`src/sv/zobrist_position_hash_assert.svh`:
```
// ----------------------------------------------------------------------------
// zobrist position hash assertion macros
// concurrent checks on clk_i with rst_ni held low masking them
// ----------------------------------------------------------------------------
`ifndef ZOBRIST_POSITION_HASH_ASSERT_SVH
`define ZOBRIST_POSITION_HASH_ASSERT_SVH

`ifndef SYNTH

// condition implies consequence in the same cycle
`define ZPH_ASSERT_IMP(lbl, ante, cons, msg) \
  lbl: assert property (@(posedge clk_i) disable iff (!rst_ni) (ante) |-> (cons)) \
    else $error(msg);

// condition implies consequence in the next cycle
`define ZPH_ASSERT_NXT(lbl, ante, cons, msg) \
  lbl: assert property (@(posedge clk_i) disable iff (!rst_ni) (ante) |=> (cons)) \
    else $error(msg);

`else

`define ZPH_ASSERT_IMP(lbl, ante, cons, msg)
`define ZPH_ASSERT_NXT(lbl, ante, cons, msg)

`endif

`endif

```
`src/sv/zph_pkg.sv`:
```
`timescale 1ns / 1ps
// ----------------------------------------------------------------------------
// zph_pkg
// shared types, generator constants and the xorshift step
// ----------------------------------------------------------------------------
package zph_pkg;

  typedef logic [63:0] key_t;

  // xorshift64* generator constants
  localparam key_t GEN_MULT   = 64'd2685821657736338717;
  localparam key_t RESET_SEED = 64'd1;
  localparam int   SHIFT_A    = 12;
  localparam int   SHIFT_B    = 25;
  localparam int   SHIFT_C    = 27;

  // en passant file is the square modulo eight
  localparam int   EP_FILE_W  = 3;

  // input item payload
  typedef struct packed {
    logic [5:0] square;
    logic [3:0] piece;
    logic       last;
    logic       black_to_move;
    logic [3:0] castling_rights;
    logic       ep_valid;
    logic [5:0] ep_square;
  } in_item_t;

  // result item payload
  typedef struct packed {
    key_t hash;
  } out_item_t;

  // per item flags held while the key reads are in flight
  typedef struct packed {
    logic piece_hit;
    logic last;
    logic black;
    logic castle_hit;
    logic ep_hit;
  } lookup_ctrl_t;

  // one xorshift state step
  function automatic key_t xorshift_step(input key_t x);
    key_t y;
    y = x ^ (x >> SHIFT_A);
    y = y ^ (y << SHIFT_B);
    y = y ^ (y >> SHIFT_C);
    return y;
  endfunction

endpackage

```
`src/sv/zph_keygen.sv`:
```
`timescale 1ns / 1ps
// ----------------------------------------------------------------------------
// zph_keygen
// xorshift64* key generator, one key per cycle through a split multiplier
// ----------------------------------------------------------------------------
module zph_keygen #(
  parameter int TABLE_SIZE = 857,
  parameter int IDX_W      = $clog2(TABLE_SIZE)
) (
  input  logic              clk_i,
  input  logic              rst_ni,
  input  logic              start_i,
  input  zph_pkg::key_t     seed_i,
  output logic              key_we_o,
  output logic [IDX_W-1:0]  key_idx_o,
  output zph_pkg::key_t     key_o,
  output logic              busy_o
);
  import zph_pkg::*;

  localparam logic [31:0] MultLo = GEN_MULT[31:0];
  localparam logic [31:0] MultHi = GEN_MULT[63:32];

  logic             run_q;
  logic [IDX_W-1:0] cnt_q;
  key_t             x_q;
  logic             v0_q, v1_q, v2_q;
  logic [IDX_W-1:0] i0_q, i1_q, i2_q;
  logic [63:0]      p_ll_q;
  logic [31:0]      p_lh_q, p_hl_q;
  key_t             key_q;

  // step sequencer and generator state
  always_ff @(posedge clk_i or negedge rst_ni) begin
    if (!rst_ni) begin
      run_q <= 1'b1;
      cnt_q <= '0;
      x_q   <= RESET_SEED;
      v0_q  <= 1'b0;
    end else if (start_i) begin
      run_q <= 1'b1;
      cnt_q <= '0;
      x_q   <= seed_i;
      v0_q  <= 1'b0;
    end else if (run_q) begin
      x_q   <= xorshift_step(x_q);
      v0_q  <= 1'b1;
      cnt_q <= cnt_q + 1'b1;
      if (cnt_q == IDX_W'(TABLE_SIZE - 1)) begin
        run_q <= 1'b0;
      end
    end else begin
      v0_q <= 1'b0;
    end
  end

  // index travels with the state
  always_ff @(posedge clk_i) begin
    if (run_q) begin
      i0_q <= cnt_q;
    end
  end

  // multiplier stage valids
  always_ff @(posedge clk_i or negedge rst_ni) begin
    if (!rst_ni) begin
      v1_q <= 1'b0;
      v2_q <= 1'b0;
    end else if (start_i) begin
      v1_q <= 1'b0;
      v2_q <= 1'b0;
    end else begin
      v1_q <= v0_q;
      v2_q <= v1_q;
    end
  end

  // partial products, then the final sum modulo 2^64
  always_ff @(posedge clk_i) begin
    p_ll_q <= x_q[31:0] * MultLo;
    p_lh_q <= 32'(x_q[31:0] * MultHi);
    p_hl_q <= 32'(x_q[63:32] * MultLo);
    i1_q   <= i0_q;
    key_q  <= p_ll_q + {p_lh_q + p_hl_q, 32'b0};
    i2_q   <= i1_q;
  end

  assign key_we_o  = v2_q;
  assign key_idx_o = i2_q;
  assign key_o     = key_q;
  assign busy_o    = run_q | v0_q | v1_q | v2_q;

endmodule

```
`config.mk`:
```
export PLATFORM = sky130hd
export DESIGN_NAME = zph_keygen
export DESIGN_NICKNAME = d
export VERILOG_FILES = /design/src/sv/zobrist_position_hash_assert.svh /design/src/sv/zph_pkg.sv /design/src/sv/zph_keygen.sv
export SDC_FILE = /design/constraint.sdc
export NUM_CORES = 2
export LEC_CHECK = 0
export ABC_AREA = 1
export BUFFER_PORTS_ARGS = -buffer_cell sky130_fd_sc_hd__clkbuf_2
export CAP_MARGIN = 25
export CORE_MARGIN = 2
export CORE_UTILIZATION = 60
export CTS_BUF_LIST = sky130_fd_sc_hd__clkbuf_4 sky130_fd_sc_hd__clkbuf_8
export DETAILED_ROUTE_END_ITERATION = 7
export GPL_ROUTABILITY_DRIVEN = 1
export PLACE_DENSITY = 0.83
export SYNTH_ARGS = -nofsm -noshare
export SYNTH_HDL_FRONTEND = slang
export SYNTH_SLANG_ARGS = --single-unit
```
`constraint.sdc`:
```
create_clock -name clk_i -period 8 [get_ports clk_i]
set_input_delay 1.2 -clock clk_i [delete_from_list [all_inputs] [get_ports clk_i]]
set_output_delay 1.2 -clock clk_i [all_outputs]
set_load 0.02 [all_outputs]
```
==> impl_metrics.toml <==
[finish]
mostFrequentLayoutCells = "inv_1 (1461), fa_1 (806), ha_1 (766)"
fin_nets = 7159
drive_above_1_share = 0.0638
layout_commonest_cell = "inv_1"
area_growth_pct = 7.46

[sta]
worstMarginPinSlew_ps = 1190
period_minus_slack_ps = 7110
finalHoldViolCount = 0
final.period_utilization = 0.889
fin_tns_setup_ps = 0
max_clock_freq_ghz = 0.141
slew_violations = 0
setup_viol = 0
relSlewSlack = 0.204
rsz0062_at_grt = "no"
clock_skew_ps = 65.3

[die]
core_um2 = 79300
dieArea_um2 = 82600
die_h_um = 287
rows = 103
chipWidth_um = 287
start_util = 0.608
ios = 143

[worst_setup_path]
timing.reg2reg.setup_slack_ps = 890
slowest_delay_ps = 620
crit_path_cell_trace = "inv_1 > buf_4 > fa_1 > inv_1 > fa_1 > inv_1 > fa_1 > fa_1 > inv_1 > fa_1 > fa_1 > fa_1 > fa_1 > ha_1 > a21oi_1 > nor2_1 > nor2_1 > inv_1 > a21oi_1 > o21bai_1 > a21oi_1 > nand2_1 > nand2_1 > nand2_1"
cp-end-kind = "flip-flop"
crit_fanout = 7
cp_slowest_cell = "dfrtp_1"
arrival_ps = 7710
path_buf_inv = 6
cp.required_ps = 8590
startpoint_type = "flip-flop"
crit_type = "reg -> reg"
crit_top_cell = "fa_1"
crit_family = "adder cells"

[clocking]
clk_pin_slew_worst_paths_ps = 60
hold_buffers = 0
cts_buffers = 53
post-cts-setup-buffers = 0
cts_root_buf = "clkbuf_8"
cts_resized = 0
clock_latency_ps = 700
clock-sinks = 297
htreeDepth = 2
cts_buffer_depth = 3
cts_tree = "done"

[synthesis]
seq_area_frac_synth = 0.134
post_synth_num_cell_types = 55
synthArstFlopShare = 0.263
synth_seq_cells = 297
syn_nets = 6927
syn_inst = 5288
synth_area_um2 = 48200
synth_edf_count = 10
syn_avg_cell_area_um2 = 9.11
synth-main-ff-cell = "dfxtp_1"
synth_warnings = 0

[drt]
via_count = 37700
wire_per_inst_um = 23.3
vias_per_cell = 5.70
drt-pass1-iter-count = 7
wl_um = 154000
drt_iter0_markers = 3835
drc = 0
ant_nets = 0

[global_routing]
grt_pass1_vias = 39300
antenna_found_initial = 1
track_usage = 0.381
overflow = 0
grt_max_degree = 78
grt_pass1_wl_um = 233000

[job]
max-cap-violations = 0

[min_path]
hold_path_class = "reg -> reg"

[place]
gp_congestion = 1.08
hpwl_um = 133000
io_buffers = 142

[run_status]
run_status = "finished, final reports clean"
-- registers in the layout (all words and copies together) (netlist names) --
name,cells
key_idx_o,10
p_lh_q,32
i1_q,10
i0_q,10
v1_q,1
p_hl_q,32
x_q,64
key_o,64
v0_q,1
key_we_o,1
run_q,1
cnt_q,10
p_ll_q,61
-- cells in the mapped netlist (22+ instances only) --
library cell     n  area [um^2]
o221ai_1        49          429
a21oi_1        205         1030
fa_1           806        16100
nand4_1         29          181
dfrtp_1         76         1900
nand3_1        121          606
xor2_1         147         1290
a21o_1          29          218
o211ai_1        22          165
o21bai_1        30          225
ha_1           766         9580
nand2_1        645         2420
inv_1         1461         5480
nor2_1         234          878
nor3_1          45          225
o21ai_0        103          515
dfxtp_1        209         4180
xnor2_1        144         1260
-- cells by family (layout without fill, tap and decap cells) --
group / Yosys count / after routing / synth area share
compound gates: 505 / 505 / 0.0645
xor+xnor: 291 / 291 / 0.0529
fa+ha+maj: 1572 / 1572 / 0.534
buf+inv: 1491 / 1766 / 0.116
flops: 297 / 297 / 0.134
other cells: 0 / 1 / 0
simple gates: 1132 / 1132 / 0.0987
-- area by class of cell --
class | count | area [um^2]
tap | 1050 | 1310
sequential | 297 | 6440
multi-input combinational | 3500 | 36100
fill | 6442 | 27500
clock inverter | 23 | 224
timing repair buffer | 199 | 1160
antenna | 1 | 2.50
inverter | 1469 | 5510
clock buffer | 75 | 976
-- final timing paths --
| kind | cells after the start | from | endpoint |
|---|---|---|---|
| setup / recovery | 24 | x_q[21] | p_ll_q[62] |
| hold / removal | 0 | p_ll_q[17] | key_o[17] |
| setup reg to reg | 24 | x_q[21] | p_ll_q[62] |
| hold reg to reg | 0 | p_ll_q[17] | key_o[17] |
| max in group asynchronous | 2 | rst_ni | x_q[2] |
| min in group asynchronous | 1 | rst_ni | x_q[45] |
-- routing by layer --
metal  track usage  part of all wire
met2         0.572              0.43
met5             0                 0
met1         0.515              0.39
met3        0.0924              0.12
met4         0.194             0.060
-- metrics by stage --
step,cell area [um^2],hold slack (ps),util,setup slack (ps),cells
after CTS,51800,320,0.653,965,6613
after detailed placement,50600,312,0.638,955,6515
after global placement,50500,310,0.638,958,6514
after floorplan,48200,310,-,1560,5288
final,51800,317,0.653,885,6614
after global routing,51800,320,0.653,572,6614
Power is left out: the tool's default activity adds up to more than one toggle a clock period on the data nets, which glitch-free logic cannot reach.
